===== config.mk =====
export PLATFORM = sky130hd
export DESIGN_NAME = unicode_case_converter
export DESIGN_NICKNAME = d
export VERILOG_FILES = /design/src/sv/ucc_pkg.sv /design/src/sv/ucc_map.sv /design/src/sv/unicode_case_converter.sv
export SDC_FILE = /design/constraint.sdc
export NUM_CORES = 1
export LEC_CHECK = 0
export ABC_AREA = 1
export BUFFER_PORTS_ARGS = -buffer_cell sky130_fd_sc_hd__buf_4
export CORE_UTILIZATION = 50
export CTS_CLUSTER_SIZE = 40
export DETAILED_ROUTE_END_ITERATION = 8
export GPL_TIMING_DRIVEN = 1
export PLACE_DENSITY_LB_ADDON = 0.15
export SLEW_MARGIN = 20
export SYNTH_ARGS = -nofsm -noshare
export SYNTH_HDL_FRONTEND = slang
export SYNTH_SLANG_ARGS = --single-unit

===== constraint.sdc =====
create_clock -name clk -period 3.5 [get_ports clk]
set_clock_uncertainty 0.05 [all_clocks]
set_input_delay 0.7 -clock clk [delete_from_list [all_inputs] [get_ports clk]]
set_output_delay 0.7 -clock clk [all_outputs]
set_load 0.005 [all_outputs]

===== src/sv/ucc_pkg.sv =====
// Shared widths and code-point constants for the Unicode case converter.
package ucc_pkg;

    // Width of a code point on every port and register.
    localparam int unsigned CP_W = 21;

    typedef logic [CP_W-1:0] cp_t;

    // Direction codes carried by the kind field.
    localparam logic KIND_UPPER = 1'b0;
    localparam logic KIND_LOWER = 1'b1;

    // Code points that take part in special mappings.
    localparam cp_t CP_Y_DIAER_UP   = 21'h00178;
    localparam cp_t CP_DOTLESS_I    = 21'h00131;
    localparam cp_t CP_DOTTED_I     = 21'h00130;
    localparam cp_t CP_LONG_S       = 21'h0017F;
    localparam cp_t CP_ASCII_UP_I   = 21'h00049;
    localparam cp_t CP_ASCII_LO_I   = 21'h00069;
    localparam cp_t CP_ASCII_UP_S   = 21'h00053;
    localparam cp_t CP_Y_DIAER_LO   = 21'h000FF;

    // Offsets between the two cases of a letter.
    localparam cp_t OFS_LATIN   = 21'd32;
    localparam cp_t OFS_ARMEN   = 21'd48;
    localparam cp_t OFS_CYR_EXT = 21'd80;
    localparam cp_t OFS_PAIR    = 21'd1;

endpackage


===== src/sv/ucc_map.sv =====
// Combinational range-rule case mapping for one code point.
module ucc_map
    import ucc_pkg::*;
(
    input  logic kind,
    input  cp_t  code_point,
    output cp_t  mapped_point
);

    cp_t up_point;
    cp_t lo_point;

    // Mapping towards upper case.
    always_comb
    begin
        up_point = code_point;
        if (code_point inside {[21'h00061:21'h0007A], [21'h000E0:21'h000F6],
                               [21'h000F8:21'h000FE], [21'h00430:21'h0044F],
                               [21'h0FF41:21'h0FF5A]})
        begin
            up_point = code_point - OFS_LATIN;
        end
        else if (code_point == CP_Y_DIAER_LO)
        begin
            up_point = CP_Y_DIAER_UP;
        end
        else if (code_point == CP_DOTTED_I || code_point == CP_DOTLESS_I)
        begin
            up_point = CP_ASCII_UP_I;
        end
        else if (code_point == CP_LONG_S)
        begin
            up_point = CP_ASCII_UP_S;
        end
        else if (code_point[0] &&
                 (code_point inside {[21'h00100:21'h00137], [21'h0014A:21'h00177],
                                     [21'h00200:21'h00217], [21'h00460:21'h0047F]}))
        begin
            // Pairs with the capital at the even code point.
            up_point = code_point - OFS_PAIR;
        end
        else if (!code_point[0] &&
                 (code_point inside {[21'h00139:21'h00148], [21'h00179:21'h0017E]}))
        begin
            // Pairs with the capital at the odd code point.
            up_point = code_point - OFS_PAIR;
        end
        else if (code_point inside {[21'h00451:21'h0045C], [21'h0045E:21'h0045F]})
        begin
            up_point = code_point - OFS_CYR_EXT;
        end
        else if (code_point inside {[21'h00561:21'h00586]})
        begin
            up_point = code_point - OFS_ARMEN;
        end
    end

    // Mapping towards lower case.
    always_comb
    begin
        lo_point = code_point;
        if (code_point inside {[21'h00041:21'h0005A], [21'h000C0:21'h000D6],
                               [21'h000D8:21'h000DE], [21'h00410:21'h0042F],
                               [21'h0FF21:21'h0FF3A]})
        begin
            lo_point = code_point + OFS_LATIN;
        end
        else if (code_point == CP_DOTTED_I || code_point == CP_DOTLESS_I)
        begin
            lo_point = CP_ASCII_LO_I;
        end
        else if (code_point == CP_Y_DIAER_UP)
        begin
            lo_point = CP_Y_DIAER_LO;
        end
        else if (!code_point[0] &&
                 (code_point inside {[21'h00100:21'h00137], [21'h0014A:21'h00177],
                                     [21'h00200:21'h00217], [21'h00460:21'h0047F]}))
        begin
            lo_point = code_point + OFS_PAIR;
        end
        else if (code_point[0] &&
                 (code_point inside {[21'h00139:21'h00148], [21'h00179:21'h0017E]}))
        begin
            lo_point = code_point + OFS_PAIR;
        end
        else if (code_point inside {[21'h00401:21'h0040C], [21'h0040E:21'h0040F]})
        begin
            lo_point = code_point + OFS_CYR_EXT;
        end
        else if (code_point inside {[21'h00531:21'h00556], [21'h010A0:21'h010C5]})
        begin
            // Armenian and Georgian capitals.
            lo_point = code_point + OFS_ARMEN;
        end
    end

    // Direction select.
    assign mapped_point = (kind == KIND_LOWER) ? lo_point : up_point;

endmodule


===== src/sv/unicode_case_converter.sv =====
// Top level of the Unicode case converter: input register, mapping logic, result register.
//
// Each transfer takes one code point and a direction (kind 0 to upper case, 1 to lower
// case) when start is high; busy is never raised, so a new code point is taken in every
// cycle. The mapped code point appears on mapped_point with done high, one per transfer and
// in order, after passing through the input register and then the range-rule logic into the result register.
// The receiver cannot stall, so done must be sampled in the cycle it is high. Code points
// that no rule covers, including values above the Unicode range, come back unchanged.
module unicode_case_converter
    import ucc_pkg::*;
(
    input  logic            clk,
    input  logic            rst_n,
    input  logic            start,
    output logic            busy,
    input  logic            kind,
    input  logic [CP_W-1:0] code_point,
    output logic            done,
    output logic [CP_W-1:0] mapped_point
);

    logic in_valid_reg;
    logic kind_reg;
    cp_t  cp_reg;
    logic done_reg;
    cp_t  mapped_reg;
    cp_t  mapped_next;

    // The block keeps pace with every cycle.
    assign busy = 1'b0;

    // Input stage control.
    always_ff @(posedge clk or negedge rst_n)
    begin
        if (!rst_n)
        begin
            in_valid_reg <= 1'b0;
        end
        else
        begin
            in_valid_reg <= start && !busy;
        end
    end

    // Input stage payload.
    always_ff @(posedge clk)
    begin
        if (start && !busy)
        begin
            kind_reg <= kind;
            cp_reg   <= code_point;
        end
    end

    ucc_map u_map (
        .kind         (kind_reg),
        .code_point   (cp_reg),
        .mapped_point (mapped_next)
    );

    // Result stage control.
    always_ff @(posedge clk or negedge rst_n)
    begin
        if (!rst_n)
        begin
            done_reg <= 1'b0;
        end
        else
        begin
            done_reg <= in_valid_reg;
        end
    end

    // Result stage payload.
    always_ff @(posedge clk)
    begin
        if (in_valid_reg)
        begin
            mapped_reg <= mapped_next;
        end
    end

    assign done         = done_reg;
    assign mapped_point = mapped_reg;

endmodule


==> flow_summary.yaml, run 1 <==
clocking:
  cts_setup_buffers: 0
  cts_tree: "built"
  insertion_delay_ps: 330
  clk_path_buf_depth: 2
  post_cts_resized: 0
  clk_pin_slew_ps: 100
  cts_buffers: 5
  clock_sinks: 45
  cts_hold_buffers: 0
  clock-root-buffer: "clkbuf_8"
  htree_levels: 2
timing:
  setup_violations: 0
  fin_tns_setup_ps: 0
  drv_slew: 0
  tightestPinTransition_ps: 936
  period_share_pct: 95.3
  relSlewSlack_pct: 37.6
  rsz0062_at_grt: "no"
  hold_slack_ps: 98.9
  min_period_ps: 3340
  hold_viol: 0
  clock.fmax_mhz: 300
grt:
  grt_max_degree: 24
  antenna_found_initial: 0
  grtUsageTotal_pct: 41.2
  overflow: 0
  grt_pass1_vias: 5859
  grt_pass1_wl_um: 31900
placement:
  port_buffers: 46
  placed_cell_area_um2: 5670
  gp_congestion: 1.15
  dpl.hpwl_um: 16500
synth:
  synth_cell_types: 40
  synth_cells: 825
  yosysTopAreaCell: "edfxtp_1"
  ys_seq_elements: 45
  synth_nets: 866
  yosys-top-cells-area: "edfxtp_1 (25%), nand2_1 (20%), nor2_1 (7.3%), nand3_1 (7.1%), o21ai_0 (5.4%)"
  synth_area_per_cell_um2: 6.20
  seq_area_frac_synth_pct: 26.2
  synth_warnings: 0
  syn_area_um2: 5110
  yosys.area.top_type_share_pct: 25.3
die:
  die_h_um: 103
  design.core.area_um2: 9820
  die_w_um: 103
  ioPinCount: 48
  start_util_pct: 52.1
  dieArea_um2: 10600
  core.rowCount: 36
routing:
  drc_errors: 23
  firstDrtPassIters: 9
  drtIter0Drc: 814
  vias_per_cell: 6.17
  ant_nets: 0
  wl_per_cell_um: 20.7
  drt_wl_total_um: 21000
  vias: 6266
layout:
  nFillCells: 997
  area_growth_pct: 12.7
  diodes: 0
  fin_util_pct: 58.6
  final_cell_area_um2: 5760
  layout-drive-gt1-share_pct: 14.6
  nNetsFinal: 922
run:
  cap_violations: 0
setup_path:
  cp_common_cell: "nand2_1"
  cp_slowest_cell: "edfxtp_1"
  required_ps: 3540
  crit_fanout: 12
  crit_type: "reg -> reg"
  cp-start-kind: "register"
  end_kind: "register"
  cp.arrival_ps: 3370
  path_cells: "inv_1, nor2_1, nand2_1, nor2_1, nand3_1, nand3_1, nand2_1, nand2_1, nand2_1, inv_1, nor2_2, o21ai_0, nand2_1, nand2_1, nand2_1"
  max_stage_delay_ps: 730
min_path:
  hp-class: "in -> async"
status:
  violations: "DRC"
  status: "finished, violations left"
power:
  ir_worst_vdd_uv: 195
  power_density_nw_per_um2: 272
  p_leak_nw: 2.67
  p_total_mw: 1.57
-- metal layers --
layer	vias to the layer above	global-route usage (%)	wire (um)
met5	-	0	0
met4	0	27.5	1660
met3	142	12.9	2930
met2	551	63.6	8870
met1	2751	49.1	7560
li1	2822	-	-
-- through the flow --
stage	setup WS (ps)	cells
after floorplan	788	825
after CTS	382	1015
final	165	1015
after global placement	437	1007
after detailed placement	421	1007
after global routing	8.88	1015
-- cell usage after synthesis (all sizes together) --
cell type,instances
nor3,22
a31oi,2
xor2,18
o211ai,8
nor2,125
a2111oi,1
nand3b,1
inv,81
nand2,283
conb,1
a21oi,26
nor3b,3
buf,19
clkbuf,4
or2,1
nor4,2
clkinv,2
nand3,74
o31ai,2
edfxtp,43
dfrtp,2
o21ai,65
xnor2,1
nand4,19
o22ai,3
ha,16
a41o,1
-- critical path, delay by kind of cell, from the launching register on --
kind | cells | cell delay, ps
AOI/OAI and AO/OA | 1 | 180
DFF | 1 | 730
and+or+nand+nor | 12 | 1710
buffers and inverters | 2 | 440
-- layout by cell type (no fill, tap or decap), drive strengths merged --
cell,Yosys,routed
nand2,283,283
nor2,125,125
inv,81,82
nand3,74,74
buf,19,72
o21ai,65,65
edfxtp,43,43
a21oi,26,26
nor3,22,22
nand4,19,19
xor2,18,18
ha,16,16
o211ai,8,8
clkbuf,4,5
clkinv,2,3
nor3b,3,3
o22ai,3,3
a31oi,2,2
o31ai,2,2
nor4,2,2
dfrtp,2,2
a2111oi,1,1
or2,1,1
xnor2,1,1
nand3b,1,1
a41o,1,1
conb,1,1
clkinvlp,0,1
-- cells by family after synthesis --
logic type	share of synthesized area, %
buffers and inverters	9.01
AND/OR/NAND/NOR	46.1
flip-flops	26.2
AO/OA/AOI/OAI	11.4
XOR/XNOR	3.26
other	0.0734
adder cells (fa/ha/maj)	3.92
-- report_power, final --
part	internal [mW]	leakage [nW]	switching (mW)
clock network	0.141	0.0422	0.218
registers	0.651	0.444	0.0639
logic	0.168	2.19	0.324
-- area by class of cell --
| cell class | instances | area [um^2] | share of cell area (%) |
|---|---|---|---|
| Timing Repair Buffer | 72 | 541 | 9.39 |
| Multi-Input combinational cell | 674 | 3310 | 57.5 |
| Sequential cell | 45 | 1340 | 23.3 |
| Clock inverter | 3 | 20.0 | 0.348 |
| Tap cell | 133 | 166 | 2.89 |
| Clock buffer | 5 | 68.8 | 1.20 |
| Inverter | 83 | 312 | 5.41 |
-- final timing paths --
kind                       slack, ps  depth (start not counted)                to           from
setup / recovery                 160                         15   mapped_point[5]      cp_reg[3]
hold / removal                   100                          1      in_valid_reg          rst_n
setup reg to reg                 160                         15   mapped_point[5]      cp_reg[3]
hold reg to reg                  570                          2  mapped_point[18]     cp_reg[18]
max in group asynchronous       3220                          1              done          rst_n
min in group clk                 490                          1         cp_reg[4]  code_point[4]
Note: power is estimated with default switching activity, not from simulation.
==> run 2: changes to the inputs <==
ABC_AREA = unset   (was 1)
RECOVER_POWER = 50   (was unset)
==> flow_summary.yaml, run 2 <==
synth:
  yosys.area.top_type_share_pct: 30.6
  synth_edf_count: 43
  yosys-top-cells-area: "edfxtp_1 (31%), ha_1 (4.7%), nor2_1 (3.7%), nand2_1 (3.6%), a21oi_1 (3.4%)"
  synth_most_common_cell: "edfxtp_1"
  ys_seq_elements: 45
  synth_nets: 552
  ys.flop_type: "edfxtp_1"
  synth_area_per_cell_um2: 8.27
  async_flop_share_pct: 4.44
  synth_cells: 511
  yosysTopAreaCell: "edfxtp_1"
  seq_area_frac_synth_pct: 31.8
  synth_cell_types: 82
  synth_warnings: 0
  syn_area_um2: 4220
  synth_commonest_cells: "edfxtp_1 (43), nor2_1 (42), nand2_1 (41)"
routing:
  ant_nets: 0
  drt_wl_total_um: 17800
  drtIter0Drc: 749
  firstDrtPassIters: 6
  wl_per_cell_um: 23.8
  drc_errors: 0
  vias_per_cell: 6.91
  vias: 5162
placement:
  gp_congestion: 1.03
  port_buffers: 46
  place_ws_ps: -65.9
  placed_cell_area_um2: 5370
  dpl.hpwl_um: 13500
layout:
  final_cell_area_um2: 5570
  seqCellArea_um2: 1340
  nFillCells: 722
  multiInputGateArea_um2: 2690
  layout.cells.most_common: "buf_4"
  layout-drive-gt1-share_pct: 31.9
  layout_common_cells: "buf_4 (141), edfxtp_1 (43), nor2_1 (41), nand2_1 (41), a21oi_1 (27)"
  area_growth_pct: 31.9
  nNetsFinal: 682
  fin_util_pct: 68.2
  diodes: 0
power:
  power_density_nw_per_um2: 286
  ir_worst_vdd_uv: 186
  p_leak_nw: 2.31
die:
  design.core.area_um2: 8180
  die_w_um: 93.9
  core.rowCount: 33
  start_util_pct: 51.7
  die_h_um: 93.9
  ioPinCount: 48
  dieArea_um2: 8820
grt:
  overflow: 0
  grtUsageTotal_pct: 40.5
  gr-usage-met3_pct: 8.01
  met1_usage_pct: 52.3
  top_usage_layer: "met2"
  antenna_found_initial: 0
  grt_use_met2_pct: 61.8
  grt_pass1_wl_um: 26400
  grt_pass1_vias: 4799
  grt_max_degree: 28
timing:
  period_share_pct: 101
  hold_slack_ps: 100
  setup_slack_ps: -23.3
  rsz0062_at_grt: "yes"
  tightestPinTransition_ps: 1420
  fin_tns_setup_ps: -33.8
  relSlewSlack_pct: 5.35
  drv_slew: 0
  min_period_ps: 3520
  clock.fmax_mhz: 284
  hold_viol: 0
  setup_violations: 2
clocking:
  clk_path_buf_depth: 2
  insertion_delay_ps: 320
  htree_levels: 2
  cts_buffers: 5
  cts_tree: "built"
  clk_pin_slew_ps: 110
  clock_sinks: 45
  clock-root-buffer: "clkbuf_8"
setup_path:
  r2r-end: "mapped_point[6]"
  r2r-start: "cp_reg[17]"
  end_kind: "register"
  cp-start-kind: "register"
  required_ps: 3530
  cp.arrival_ps: 3560
  reg2reg_depth: 11
  rrSetupSlack_ps: -20
  crit_type: "reg -> reg"
  crit_fanout: 6
run:
  cap_violations: 0
status:
  status: "finished, violations left"
  violations: "setup timing"
min_path:
  hp-class: "in -> async"
[run 2: cell types whose count changed after synthesis, sizes merged, moves of 9 or more]
cell    before  now
o21ai       65   31
nor4         2   11
clkbuf       4   37
nand4       19    9
and3         0   12
and2         0    9
inv         81   13
nand3       74   24
buf         19    8
nor2       125   42
nand2      283   41
xor2        18    2
[run 2: through the flow]
stage / power, mW / std cells
finish: 1.59 / 747
global route: 1.64 / 747
CTS: 1.56 / 742
detailed placement: 1.20 / 732
global placement: 1.19 / 732
floorplan: 0.946 / 511
[run 2: layer usage]
| layer | vias to the layer above | part of all wire, % |
|---|---|---|
| met5 | - | 0 |
| met4 | 0 | 7.2 |
| met2 | 423 | 44 |
| li1 | 2223 | - |
| met3 | 121 | 11 |
| met1 | 2395 | 38 |
[run 2: critical path, cell delays in order, from the launching register on]
cell	delay, ps
edfxtp_1	410
or4_4	600
or4_4	580
a21oi_2	120
nand2_1	50
a222oi_1	350
buf_4	220
a21o_1	140
mux2i_1	220
xnor2_1	180
a21oi_1	100
mux2_4	270
[run 2: how the worst max path moves through the flow]
stage | start | to | slack (ps) | cells past startpoint
final | cp_reg[17] | mapped_point[6] | -20 | 11
after global routing | cp_reg[17] | mapped_point[6] | -120 | 11
after CTS | cp_reg[14] | mapped_point[2] | 1 | 12
after detailed placement | cp_reg[14] | mapped_point[8] | -70 | 11
after global placement | cp_reg[14] | mapped_point[6] | 30 | 11
after floorplan | cp_reg[11] | mapped_point[6] | -260 | 13
[run 2: timing repair]
item                       in CTS  in global routing
pin swaps                       3                 16
setup endpoints to repair       4                 10
resized for setup               1                 21
buffers inserted                2                  4
hold buffers                    0                  0
gates cloned                    0                  1
[run 2: cells by family after synthesis]
| family | Yosys count | share of synthesized area, % |
|---|---|---|
| adders and majority gates | 16 | 4.74 |
| AOI/OAI and AO/OA | 155 | 26.2 |
| DFF | 45 | 31.8 |
| other | 1 | 0.0888 |
| buffers and inverters | 59 | 6.04 |
| and+or+nand+nor | 221 | 28.1 |
| muxes | 4 | 0.977 |
| xor gates and xnor gates | 10 | 2.07 |
[run 2: final cells by class]
| cell class | count | area share [%] |
|---|---|---|
| Inverter | 14 | 0.943 |
| Sequential cell | 45 | 24.1 |
| Timing Repair Buffer | 168 | 22.7 |
| Multi-Input combinational cell | 407 | 48.3 |
| Clock buffer | 5 | 1.23 |
| Tap cell | 105 | 2.36 |
| Clock inverter | 3 | 0.382 |
[run 2: power breakdown]
part	internal (mW)	total [mW]	switching (mW)	leakage [nW]
Clock	0.143	0.363	0.221	0.0445
Combinational	0.235	0.537	0.302	1.82
Sequential	0.649	0.691	0.0425	0.444
==> run 3: changes to the inputs <==
CORE_UTILIZATION = 35   (was 50)
==> flow_summary.yaml, run 3 (synthesized netlist as in run 2, its figures left out) <==
status:
  status: "finished, violations left"
  violations: "DRC"
routing:
  drt_wl_total_um: 18400
  drc_errors: 4
  firstDrtPassIters: 9
  vias: 4890
  ant_nets: 0
  wl_per_cell_um: 23.1
  vias_per_cell: 6.14
  drtIter0Drc: 437
timing:
  drv_slew: 0
  tightestPinTransition_ps: 1350
  setup_slack_ps: 34.0
  min_period_ps: 3470
  relSlewSlack_pct: 10.2
  hold_viol: 0
  hold_slack_ps: 127
  period_share_pct: 99.0
  setup_violations: 0
  rsz0062_at_grt: "yes"
  clock.fmax_mhz: 289
setup_path:
  required_ps: 3520
  end_kind: "register"
  max_stage_delay_ps: 590
  cp_slowest_cell: "or4_4"
  cp-start-kind: "register"
  crit_type: "reg -> reg"
  path_cells: "or4_4, or4_4, a21oi_2, nand2_1, a222oi_1, buf_4, a21o_1, mux2i_1, xnor2_1, a21oi_1, mux2_2"
  cp.arrival_ps: 3480
  crit_fanout: 6
  cp_common_cell: "or4_4"
layout:
  layout.cells.most_common: "buf_4"
  fin_util_pct: 49.7
  diodes: 0
  layout_common_cells: "buf_4 (152), edfxtp_1 (43), nor2_1 (42), nand2_1 (41), a21oi_1 (27)"
  seqCellArea_um2: 1340
  multiInputGateArea_um2: 2680
  nFillCells: 1124
  nNetsFinal: 693
  layout-drive-gt1-share_pct: 32.5
  area_growth_pct: 36.0
  layout.cells.non_filler: 796
min_path:
  hp-class: "in -> async"
power:
  power_density_nw_per_um2: 301
  p_total_mw: 1.73
  p_leak_nw: 2.38
  ir_worst_vdd_uv: 197
die:
  die_w_um: 112
  start_util_pct: 36.5
  core.rowCount: 39
  die_h_um: 112
  design.core.area_um2: 11600
  dieArea_um2: 12500
  ioPinCount: 48
grt:
  grt_pass1_wl_um: 27600
  grt_max_degree: 25
  overflow: 0
  antenna_found_initial: 0
  grt_pass1_vias: 4668
  grtUsageTotal_pct: 29.8
clocking:
  cts_buffers: 5
  clock_sinks: 45
  clk_pin_slew_ps: 80
  htree_levels: 2
  cts_tree: "built"
  clk_path_buf_depth: 2
  clock-root-buffer: "clkbuf_16"
  insertion_delay_ps: 310
placement:
  dp.cells: 780
  place_ws_ps: 25.7
  dpl.hpwl_um: 14500
  port_buffers: 46
  gp_congestion: 1.02
run:
  cap_violations: 0
-- run 3: changes by cell type in the layout (fill, tap and decap cells not counted), moves of 2 or more --
| cell | change |
|---|---|
| buf_4 | +11 |
| clkbuf_16 | +5 |
| clkbuf_8 | -5 |
| a21boi_0 | +2 |
| a21boi_1 | -2 |
| nor4_2 | -2 |
| o21ai_1 | -2 |
| o21ai_2 | +2 |
-- run 3: worst paths after layout --
check	startpoint	to	slack, ps	cells after the start
setup / recovery	cp_reg[9]	mapped_point[6]	30	11
hold / removal	rst_n	done	130	1
setup reg to reg	cp_reg[9]	mapped_point[6]	30	11
hold reg to reg	cp_reg[20]	mapped_point[20]	540	1
max in group asynchronous	rst_n	in_valid_reg	3140	1
min in group clk	cp_reg[20]	mapped_point[20]	540	1
-- run 3: timing repair --
item | 4_1_cts | 5_1_grt
hold buffers | 0 | 0
endpoints found under the setup margin | 0 | 10
setup buffers | 0 | 7
resized for setup | 0 | 18
-- run 3: routing by layer --
layer	GRT usage, %	share of wire, %	vias to the layer above
li1	-	-	2246
met1	39.8	42	2310
met2	45.5	44	264
met3	4.84	8.1	70
met4	16.9	5.5	0
met5	0	0	-
-- run 3: per-stage QoR --
stage,cell area (um^2),setup TNS (ps)
CTS,5640,0
finish,5740,0
global route,5740,-194
global placement,5500,0
floorplan,4230,-517
detailed placement,5500,0
-- run 3: layout make-up --
class                           instances  share of cell area [%]
Multi-Input combinational cell        407                    46.6
Timing Repair Buffer                  179                    23.5
Sequential cell                        45                    23.4
Tap cell                              143                    3.11
Clock buffer                            6                    2.24
Inverter                               14                   0.915
Clock inverter                          2                   0.261
-- run 3: where the power goes --
| group | total (mW) | internal, mW | switching, mW |
|---|---|---|---|
| registers | 0.687 | 0.649 | 0.0377 |
| logic | 0.538 | 0.239 | 0.299 |
| clock network | 0.503 | 0.266 | 0.237 |
| total | 1.73 | 1.15 | 0.574 |
-- run 3: critical path, delay by kind of cell, from the launching register on --
kind            cells  cell delay (ps)
mux                 2              490
flops               1              390
simple gates        3             1220
xor+xnor            1              160
buf+inv             1              220
compound gates      4              690
